$ cat src/rtl/npc_pkg.sv
// npc_pkg: shared types and constants of the nearest palette color block.
// Used by npc_dist_pipe and nearest_palette_color_top; depends on nothing.
package npc_pkg;

  // default palette depth and widths fixed by the word format
  localparam int DEF_PALETTE_DEPTH = 16;
  localparam int CNT_W     = 5;    // palette_count register
  localparam int IDX_W     = 4;    // entry_index and best_index fields
  localparam int CH_W      = 8;    // one color channel
  localparam int RGB_W     = 3 * CH_W;
  localparam int DIST_W    = 18;   // best_distance field
  localparam int CMP_W     = 9;    // holds any depth up to 256 for compares
  localparam int YUV_W     = 22;   // signed dY/dU/dV at scale 4096
  localparam int MAG_W     = 21;   // magnitude of dY/dU/dV
  localparam int SQ_W      = 2 * MAG_W;
  localparam int SUM_W     = 45;   // dY^2 + 4dU^2 + 4dV^2 plus rounding
  localparam int RND_SHIFT = 26;

  // word layout on the input and output streams
  localparam int IN_TDATA_W  = 32;
  localparam int OUT_TDATA_W = 24;

  // request kinds carried in in_tuser
  localparam logic REQ_WRITE = 1'b0;
  localparam logic REQ_QUERY = 1'b1;

  // YUV coefficients, scaled by 4096
  localparam logic signed [YUV_W-1:0] C_YR = 22'sd1225;
  localparam logic signed [YUV_W-1:0] C_YG = 22'sd2404;
  localparam logic signed [YUV_W-1:0] C_YB = 22'sd467;
  localparam logic signed [YUV_W-1:0] C_UR = -22'sd692;
  localparam logic signed [YUV_W-1:0] C_UG = -22'sd1356;
  localparam logic signed [YUV_W-1:0] C_UB = 22'sd2048;
  localparam logic signed [YUV_W-1:0] C_VR = 22'sd2048;
  localparam logic signed [YUV_W-1:0] C_VG = -22'sd1716;
  localparam logic signed [YUV_W-1:0] C_VB = -22'sd332;

  // control tag that rides along the distance pipeline
  typedef struct packed {
    logic vld;
    logic last;
  } tag_t;

endpackage

$ cat src/rtl/npc_dist_pipe.sv
// npc_dist_pipe: three-stage weighted YUV distance between a query color and
// one palette entry. Depends on npc_pkg for widths, coefficients and tag_t.
module npc_dist_pipe #(
  parameter int IW = 4
) (
  input  logic                        clk,
  input  logic                        rst_n,
  input  logic [npc_pkg::CH_W-1:0]    q_red,
  input  logic [npc_pkg::CH_W-1:0]    q_green,
  input  logic [npc_pkg::CH_W-1:0]    q_blue,
  input  logic [npc_pkg::RGB_W-1:0]   p_rgb,      // [7:0] red, [15:8] green, [23:16] blue
  input  npc_pkg::tag_t               tag_in,
  input  logic [IW-1:0]               idx_in,
  output npc_pkg::tag_t               tag_out,
  output logic [IW-1:0]               idx_out,
  output logic [npc_pkg::DIST_W-1:0]  dist_out
);

  localparam int YW = npc_pkg::YUV_W;
  localparam int MW = npc_pkg::MAG_W;
  localparam int SW = npc_pkg::SQ_W;
  localparam int UW = npc_pkg::SUM_W;

  npc_pkg::tag_t tag_b_r, tag_c_r, tag_d_r;
  logic [IW-1:0] idx_b_r, idx_c_r, idx_d_r;

  // stage B: channel differences and YUV conversion
  logic signed [YW-1:0] dr, dg, db;
  logic signed [YW-1:0] dy_nxt, du_nxt, dv_nxt;
  logic signed [YW-1:0] dy_r, du_r, dv_r;

  always_comb begin
    dr = YW'($signed({1'b0, q_red}))   - YW'($signed({1'b0, p_rgb[7:0]}));
    dg = YW'($signed({1'b0, q_green})) - YW'($signed({1'b0, p_rgb[15:8]}));
    db = YW'($signed({1'b0, q_blue}))  - YW'($signed({1'b0, p_rgb[23:16]}));
    dy_nxt = npc_pkg::C_YR * dr + npc_pkg::C_YG * dg + npc_pkg::C_YB * db;
    du_nxt = npc_pkg::C_UR * dr + npc_pkg::C_UG * dg + npc_pkg::C_UB * db;
    dv_nxt = npc_pkg::C_VR * dr + npc_pkg::C_VG * dg + npc_pkg::C_VB * db;
  end

  always_ff @(posedge clk) begin
    dy_r <= dy_nxt;
    du_r <= du_nxt;
    dv_r <= dv_nxt;
  end

  // stage C: squares of the magnitudes
  logic [MW-1:0] my, mu, mv;
  logic [SW-1:0] sqy_r, squ_r, sqv_r;

  always_comb begin
    my = dy_r[YW-1] ? MW'(-dy_r) : MW'(dy_r);
    mu = du_r[YW-1] ? MW'(-du_r) : MW'(du_r);
    mv = dv_r[YW-1] ? MW'(-dv_r) : MW'(dv_r);
  end

  always_ff @(posedge clk) begin
    sqy_r <= SW'(my) * SW'(my);
    squ_r <= SW'(mu) * SW'(mu);
    sqv_r <= SW'(mv) * SW'(mv);
  end

  // stage D: weighted sum, round half up, scale down
  logic [UW-1:0] sum;
  logic [npc_pkg::DIST_W-1:0] dist_r;

  always_comb begin
    sum = UW'(sqy_r) + (UW'(squ_r) << 2) + (UW'(sqv_r) << 2)
        + (UW'(1) << (npc_pkg::RND_SHIFT - 1));
  end

  always_ff @(posedge clk) begin
    dist_r <= sum[npc_pkg::RND_SHIFT +: npc_pkg::DIST_W];
  end

  // tag and index follow the data
  always_ff @(posedge clk) begin
    if (!rst_n) begin
      tag_b_r <= '0;
      tag_c_r <= '0;
      tag_d_r <= '0;
    end else begin
      tag_b_r <= tag_in;
      tag_c_r <= tag_b_r;
      tag_d_r <= tag_c_r;
    end
  end

  always_ff @(posedge clk) begin
    idx_b_r <= idx_in;
    idx_c_r <= idx_b_r;
    idx_d_r <= idx_c_r;
  end

  assign tag_out  = tag_d_r;
  assign idx_out  = idx_d_r;
  assign dist_out = dist_r;

endmodule

$ cat src/rtl/nearest_palette_color_top.sv
// nearest_palette_color_top: palette memory, scan sequencer and best-entry tracker.
// Depends on npc_pkg and instantiates npc_dist_pipe.
//
// A write word (tuser 0) stores one RGB palette entry; writes to an entry at or
// above PALETTE_DEPTH are dropped. A query word (tuser 1) scans
// entries 0 .. palette_count-1 (a count of zero searches entry 0, a count above
// the depth searches the whole palette), reading one entry per cycle from the
// palette memory into a shared distance pipeline. Each searched entry passes
// through one read at the single read port, three distance stages and the
// best-entry update; the output register is then loaded once it is free, and
// the input stays stalled until that load. Ties go to the lowest index.
// The result sits in an output register, so new writes are accepted
// while it waits. Entries that were never written hold arbitrary data. The user
// must see that palette_count is written only while the block is idle; the block
// itself does not enforce it.
module nearest_palette_color_top #(
  parameter int PALETTE_DEPTH = npc_pkg::DEF_PALETTE_DEPTH
) (
  input  logic                              clk,
  input  logic                              rst_n,
  // input stream
  input  logic                              in_tvalid,
  output logic                              in_tready,
  input  logic [npc_pkg::IN_TDATA_W-1:0]    in_tdata,  // entry_index, red, green, blue, pad
  input  logic                              in_tuser,  // req_type
  // result stream
  output logic                              out_tvalid,
  input  logic                              out_tready,
  output logic [npc_pkg::OUT_TDATA_W-1:0]   out_tdata, // best_index, best_distance, pad
  // configuration: palette_count
  input  logic                              cfg_valid,
  output logic                              cfg_ready,
  input  logic [npc_pkg::CNT_W-1:0]         cfg_data
);

  localparam int AW = (PALETTE_DEPTH > 1) ? $clog2(PALETTE_DEPTH) : 1;
  localparam int CW = npc_pkg::CMP_W;
  localparam int DW = npc_pkg::DIST_W;

  typedef enum logic [3:0] {
    ST_IDLE  = 4'b0001,
    ST_ISSUE = 4'b0010,
    ST_DRAIN = 4'b0100,
    ST_HOLD  = 4'b1000
  } state_t;

  // input word fields
  logic [npc_pkg::IDX_W-1:0] in_entry_index;
  logic [npc_pkg::CH_W-1:0]  in_red, in_green, in_blue;
  logic                      in_acc;

  assign in_entry_index = in_tdata[3:0];
  assign in_red         = in_tdata[11:4];
  assign in_green       = in_tdata[19:12];
  assign in_blue        = in_tdata[27:20];
  assign in_acc         = in_tvalid && in_tready;

  // configuration register
  logic [npc_pkg::CNT_W-1:0] count_r;

  assign cfg_ready = 1'b1;

  always_ff @(posedge clk) begin
    if (!rst_n) begin
      count_r <= npc_pkg::CNT_W'(1);
    end else if (cfg_valid) begin
      count_r <= cfg_data;
    end
  end

  // last index searched, with zero and over-depth counts clamped
  logic [CW-1:0] cnt_ext;
  logic [AW-1:0] last_idx;

  always_comb begin
    cnt_ext = CW'(count_r);
    if (cnt_ext == '0) begin
      last_idx = '0;
    end else if (cnt_ext > CW'(PALETTE_DEPTH)) begin
      last_idx = AW'(PALETTE_DEPTH - 1);
    end else begin
      last_idx = AW'(cnt_ext - CW'(1));
    end
  end

  // sequencer state
  state_t        state_r, state_nxt;
  logic [AW-1:0] issue_r, issue_nxt;
  logic [AW-1:0] last_r, last_nxt;
  logic          out_valid_r, out_valid_nxt;

  // query color, held for the whole scan
  logic [npc_pkg::CH_W-1:0] q_red_r, q_green_r, q_blue_r;

  // palette memory, one write port and one registered read port; the sequencer only
  // writes in idle, and only reads issued in ST_ISSUE are tagged valid for the scan
  logic [npc_pkg::RGB_W-1:0] pal_mem [0:PALETTE_DEPTH-1];
  logic [npc_pkg::RGB_W-1:0] rd_data_r;
  logic                      wr_en;

  assign wr_en = in_acc && (in_tuser == npc_pkg::REQ_WRITE)
              && (CW'(in_entry_index) < CW'(PALETTE_DEPTH));

  always_ff @(posedge clk) begin
    if (wr_en) begin
      pal_mem[AW'(in_entry_index)] <= {in_blue, in_green, in_red};
    end
    rd_data_r <= pal_mem[issue_r];
  end

  // read-stage tag and index
  npc_pkg::tag_t tag1_r;
  logic [AW-1:0] idx1_r;

  always_ff @(posedge clk) begin
    if (!rst_n) begin
      tag1_r <= '0;
    end else begin
      tag1_r.vld  <= (state_r == ST_ISSUE);
      tag1_r.last <= (state_r == ST_ISSUE) && (issue_r == last_r);
    end
  end

  always_ff @(posedge clk) begin
    idx1_r <= issue_r;
  end

  // distance pipeline
  npc_pkg::tag_t tag_d;
  logic [AW-1:0] idx_d;
  logic [DW-1:0] dist_d;

  npc_dist_pipe #(
    .IW (AW)
  ) u_dist (
    .clk      (clk),
    .rst_n    (rst_n),
    .q_red    (q_red_r),
    .q_green  (q_green_r),
    .q_blue   (q_blue_r),
    .p_rgb    (rd_data_r),
    .tag_in   (tag1_r),
    .idx_in   (idx1_r),
    .tag_out  (tag_d),
    .idx_out  (idx_d),
    .dist_out (dist_d)
  );

  // best-entry tracker: entry 0 always seeds, strict less-than keeps lowest index
  logic [AW-1:0] best_idx_r;
  logic [DW-1:0] best_dist_r;

  always_ff @(posedge clk) begin
    if (tag_d.vld && ((idx_d == '0) || (dist_d < best_dist_r))) begin
      best_idx_r  <= idx_d;
      best_dist_r <= dist_d;
    end
  end

  // sequencer next state
  logic out_load;

  always_comb begin
    state_nxt     = state_r;
    issue_nxt     = issue_r;
    last_nxt      = last_r;
    out_valid_nxt = out_valid_r;
    out_load      = 1'b0;
    if (out_valid_r && out_tready) begin
      out_valid_nxt = 1'b0;
    end
    case (state_r)
      ST_IDLE: begin
        if (in_acc && (in_tuser == npc_pkg::REQ_QUERY)) begin
          issue_nxt = '0;
          last_nxt  = last_idx;
          state_nxt = ST_ISSUE;
        end
      end
      ST_ISSUE: begin
        if (issue_r == last_r) begin
          state_nxt = ST_DRAIN;
        end else begin
          issue_nxt = issue_r + AW'(1);
        end
      end
      ST_DRAIN: begin
        if (tag_d.vld && tag_d.last) begin
          state_nxt = ST_HOLD;
        end
      end
      ST_HOLD: begin
        if (!out_valid_r || out_tready) begin
          out_load      = 1'b1;
          out_valid_nxt = 1'b1;
          state_nxt     = ST_IDLE;
        end
      end
      default: begin
        state_nxt = ST_IDLE;
      end
    endcase
  end

  always_ff @(posedge clk) begin
    if (!rst_n) begin
      state_r     <= ST_IDLE;
      issue_r     <= '0;
      last_r      <= '0;
      out_valid_r <= 1'b0;
    end else begin
      state_r     <= state_nxt;
      issue_r     <= issue_nxt;
      last_r      <= last_nxt;
      out_valid_r <= out_valid_nxt;
    end
  end

  // query color capture
  always_ff @(posedge clk) begin
    if (in_acc && (in_tuser == npc_pkg::REQ_QUERY)) begin
      q_red_r   <= in_red;
      q_green_r <= in_green;
      q_blue_r  <= in_blue;
    end
  end

  // output register
  logic [npc_pkg::IDX_W-1:0] out_idx_r;
  logic [DW-1:0]             out_dist_r;

  always_ff @(posedge clk) begin
    if (out_load) begin
      out_idx_r  <= npc_pkg::IDX_W'(best_idx_r);
      out_dist_r <= best_dist_r;
    end
  end

  assign in_tready  = (state_r == ST_IDLE);
  assign out_tvalid = out_valid_r;
  assign out_tdata  = {2'b00, out_dist_r, out_idx_r};

  // a new word is only taken with the distance pipeline empty
  a_accept_pipe_empty: assert property (@(posedge clk) disable iff (!rst_n)
    in_acc |-> (!tag1_r.vld && !tag_d.vld))
    else $error("input word accepted while the scan pipeline is busy");

  // a waiting result is never overwritten
  a_hold_waits: assert property (@(posedge clk) disable iff (!rst_n)
    (state_r == ST_HOLD && out_valid_r && !out_tready) |=> (state_r == ST_HOLD))
    else $error("result register loaded while still occupied");

  // pipeline results only arrive during a scan
  a_pipe_in_scan: assert property (@(posedge clk) disable iff (!rst_n)
    tag_d.vld |-> (state_r == ST_ISSUE || state_r == ST_DRAIN))
    else $error("distance result outside a scan");

  // the issue counter never passes the last searched entry
  a_issue_bound: assert property (@(posedge clk) disable iff (!rst_n)
    (state_r == ST_ISSUE) |-> (issue_r <= last_r))
    else $error("issue counter passed the last entry");

  // the last entry leaves the pipeline after the read stage and the three distance stages
  a_last_latency: assert property (@(posedge clk) disable iff (!rst_n)
    (state_r == ST_ISSUE && issue_r == last_r) |-> ##4 (tag_d.vld && tag_d.last))
    else $error("last entry did not leave the pipeline on time");

endmodule
$ cat config.mk
export PLATFORM = sky130hd
export DESIGN_NAME = nearest_palette_color_top
export DESIGN_NICKNAME = d
export VERILOG_FILES = /design/src/rtl/npc_pkg.sv /design/src/rtl/npc_dist_pipe.sv /design/src/rtl/nearest_palette_color_top.sv
export SDC_FILE = /design/constraint.sdc
export NUM_CORES = 2
export LEC_CHECK = 0
export BUFFER_PORTS_ARGS = -buffer_cell sky130_fd_sc_hd__buf_2
export CORE_ASPECT_RATIO = 1.1
export CORE_MARGIN = 2
export CORE_UTILIZATION = 45
export CTS_BUF_LIST = sky130_fd_sc_hd__clkbuf_4 sky130_fd_sc_hd__clkbuf_8 sky130_fd_sc_hd__clkbuf_16
export DETAILED_ROUTE_END_ITERATION = 8
export PLACE_DENSITY_LB_ADDON = 0.05
export SYNTH_ARGS = -nofsm -noshare
export SYNTH_HDL_FRONTEND = slang
export SYNTH_SLANG_ARGS = --single-unit
$ cat constraint.sdc
create_clock -name clk -period 12.15 [get_ports clk]
set_clock_uncertainty 0.15 [all_clocks]
set_input_delay 0.6075 -clock clk [delete_from_list [all_inputs] [get_ports clk]]
set_output_delay 0.6075 -clock clk [all_outputs]
set_load 0.03 [all_outputs]
==> impl_metrics.csv <==
group,metric,value,unit
timing,tightest_slew,1.209,ns
synth,yosysTopAreaCell,"fa_1",
die,rows,156,
synth,yosys_most_used_dff,"edfxtp_1",
die,num_io_pins,70,
synth,postSynthAreaPerCell,10.95,um2
die,start_util,45.27,%
worst_setup_path,worstPathRequired,12.61,ns
synth,synth.cell_area,74320,um2
grt,antenna_found_initial,6,
timing,finalWorstPathRequiredPeriod,10.23,ns
detailed_routing,routedWlPerCell,19.95,um
worst_setup_path,critPathMaxStageDelay,0.54,ns
clock_network,cts_tree,"built",
synth,synth_top_area_share,28.80,%
worst_setup_path,timing.critical_path.mode_cell,"inv_1",
grt,grt_max_degree,54,
detailed_routing,drc,0,
detailed_routing,dr.pass1.iters,5,
timing,hold_viol_final,0,
flow_run,drv_cap,0,
layout,final.fill_count,15140,
die,coreArea,164200,um2
die,die_y,430.2,um
status,status,"finished clean",
detailed_routing,postRouteAntennaNets,0,
synth,synthCells,6784,
synth,async_flop_share,0,%
worst_setup_path,critPathArrivalTime,10.69,ns
timing,max_slew_margin,19.12,%
hold_path,hold_class,"in2reg",
layout,final_nets,9045,
placed_design,gp_congestion,0.9198,
grt,grt_pass1_wl,293300,um
synth,synth_edf_count,452,
layout,synthToLayoutAreaGrowth,8.561,%
clock_network,clock-sinks,708,
timing,rsz0062_at_grt,"no",
timing,setup_viol,0,
worst_setup_path,crit_family,"adder cells",
grt,grt_pass1_vias,51020,
worst_setup_path,slowest_stage,"fa_1",
detailed_routing,post_drt_via_cell_ratio,5.054,
detailed_routing,vias,46550,
synth,ys_seq_elements,708,
synth,yosysSeqAreaShare,25.16,%
clock_network,clkLatencyLatePin,0.69,ns
grt,gr-total-overflow,0,
synth,synth.area.top_cells,"fa_1, edfxtp_1, ha_1",
die,dieWidth,391.5,um
clock_network,cts_root_buf,"clkbuf_16",
timing,setup_tns,0,ns
synth,ys_types,94,
layout,drive_above_1_share,7.335,%
timing,min_period_over_period,84.17,%
detailed_routing,drt_iter0_markers,2034,
placed_design,port_buffers,62,
clock_network,numCtsBuffers,77,
timing,drv_slew,0,
synth,synth_warnings,0,
worst_setup_path,cp-start-kind,"register",
worst_setup_path,crit_type,"reg2reg",
worst_setup_path,critPathMaxFanout,7,
placed_design,hpwl,147100,um
die,die_area,168400,um2
clock_network,path_clk_slew,0.06,ns
detailed_routing,routed_wl,183800,um
worst_setup_path,worst-path-buf-inv,9,
clock_network,cts_buffer_depth,3,
timing,clock.fmax,0.09779,GHz
clock_network,h-tree-depth,3,
grt,grt_use_total,22.91,%
worst_setup_path,end_kind,"register",
stage by stage:
stage / hold WS (ns) / setup WS (ns) / instances / instance area (um2) / util, %
6_report: 0.1037 / 1.924 / 9211 / 80680 / 49.15
5_1_grt: 0.09901 / 1.377 / 9207 / 80670 / 49.14
4_1_cts: 0.04187 / 1.880 / 9206 / 80660 / 49.14
3_5_place_dp: 0.1621 / 1.931 / 9057 / 77940 / 47.48
3_3_place_gp: 0.1602 / 1.875 / 9057 / 77940 / 47.48
2_1_floorplan: 0.1596 / 2.972 / 6785 / 74320 / -
worst register-to-register path, delay by kind of cell (launching register included):
family	cells	cell delay (ns)
AOI/OAI and AO/OA	12	2.03
xor gates and xnor gates	1	0.14
adders and majority gates	14	5.48
buffers and inverters	9	0.91
DFF	1	0.36
and+or+nand+nor	7	1.09
Yosys cell counts (all sizes together), types with 7 or more instances:
cell type and n:
a211o 7, a211oi 20, a21boi 13, a21o 86, a21oi 180, a31oi 22
and2 18, and3 15, buf 22, clkbuf 83, clkinv 18, dfxtp 256
edfxtp 452, fa 1069, ha 1004, inv 1593, mux4 120, nand2 389
nand2b 40, nand3 46, nand4 15, nor2 466, nor2b 49, nor3 61
nor4 11, o211ai 14, o21a 41, o21ai 134, o21bai 26, o31a 9
o31ai 21, o41ai 12, or2 20, or3 32, xnor2 221, xor2 117
state kept, by name, summed over array words and instances, names as in the netlist, 18 cells and up:
name	flops
u_dist.dv_r	20
u_dist.squ_r	37
u_dist.dist_out	18
u_dist.du_r	20
pal_mem	384
best_dist_r	18
u_dist.sqy_r	36
u_dist.dy_r	22
u_dist.sqv_r	37
rd_data_r	24
out_dist_r	18
routing by layer:
layer / wire length [um] / vias up / share of wire (%) / GRT usage (%)
met4: 4819 / 6 / 2.6 / 5.716
met3: 5648 / 216 / 3.1 / 2.300
li1: - / 22010 / - / -
met5: 44 / - / 0.024 / 0
met1: 79600 / 23580 / 43 / 29.62
met2: 93650 / 736 / 51 / 40.97
path summary, 6_finish.rpt:
kind	startpoint	end	slack [ns]	depth (start not counted)
worst max-delay path	q_green_r[0]	u_dist.dy_r[21]	1.92	43
worst min-delay path	cfg_valid	count_r[0]	0.10	2
worst max register to register	q_green_r[0]	u_dist.dy_r[21]	1.92	43
worst min register to register	u_dist.idx_b_r[1]	u_dist.idx_c_r[1]	0.17	0
cell type report:
class                           instances  area, um2  share of cell area, %
Antenna cell                            5      12.51                0.01551
Clock buffer                          110       2307                  2.860
Clock inverter                         34      369.1                 0.4575
Inverter                             1611       6047                  7.495
Multi-Input combinational cell       4361      49330                  61.15
Sequential cell                       708      18710                  23.19
Tap cell                             2212       2768                  3.431
Timing Repair Buffer                  170       1134                  1.405
cells in the final DEF, fill, tap and decap left out, types with 120 or more instances in the layout:
cell type,Yosys,layout
nor2_1,465,453
ha_1,1004,1004
fa_1,1069,1069
xnor2_1,219,213
a21oi_1,177,177
inv_1,1583,1583
edfxtp_1,452,452
o21ai_0,127,126
dfxtp_1,256,252
nand2_1,388,388
mux4_2,120,120
kinds of logic after synthesis:
family / after synthesis / synth area share [%]
muxes: 127 / 3.733
and+or+nand+nor: 1188 / 7.049
other: 2 / 0.01011
AOI/OAI and AO/OA: 629 / 5.544
buffers and inverters: 1716 / 8.694
DFF: 708 / 25.16
xor gates and xnor gates: 340 / 4.095
adders and majority gates: 2074 / 45.71
what timing repair did:
action	CTS	global route
resized for setup	0	0
endpoints found under the hold margin	5	0
setup buffers	0	0
hold buffers	5	0
Power is left out: the tool's default activity adds up to more than one toggle a clock period on the data nets, which glitch-free logic cannot reach.
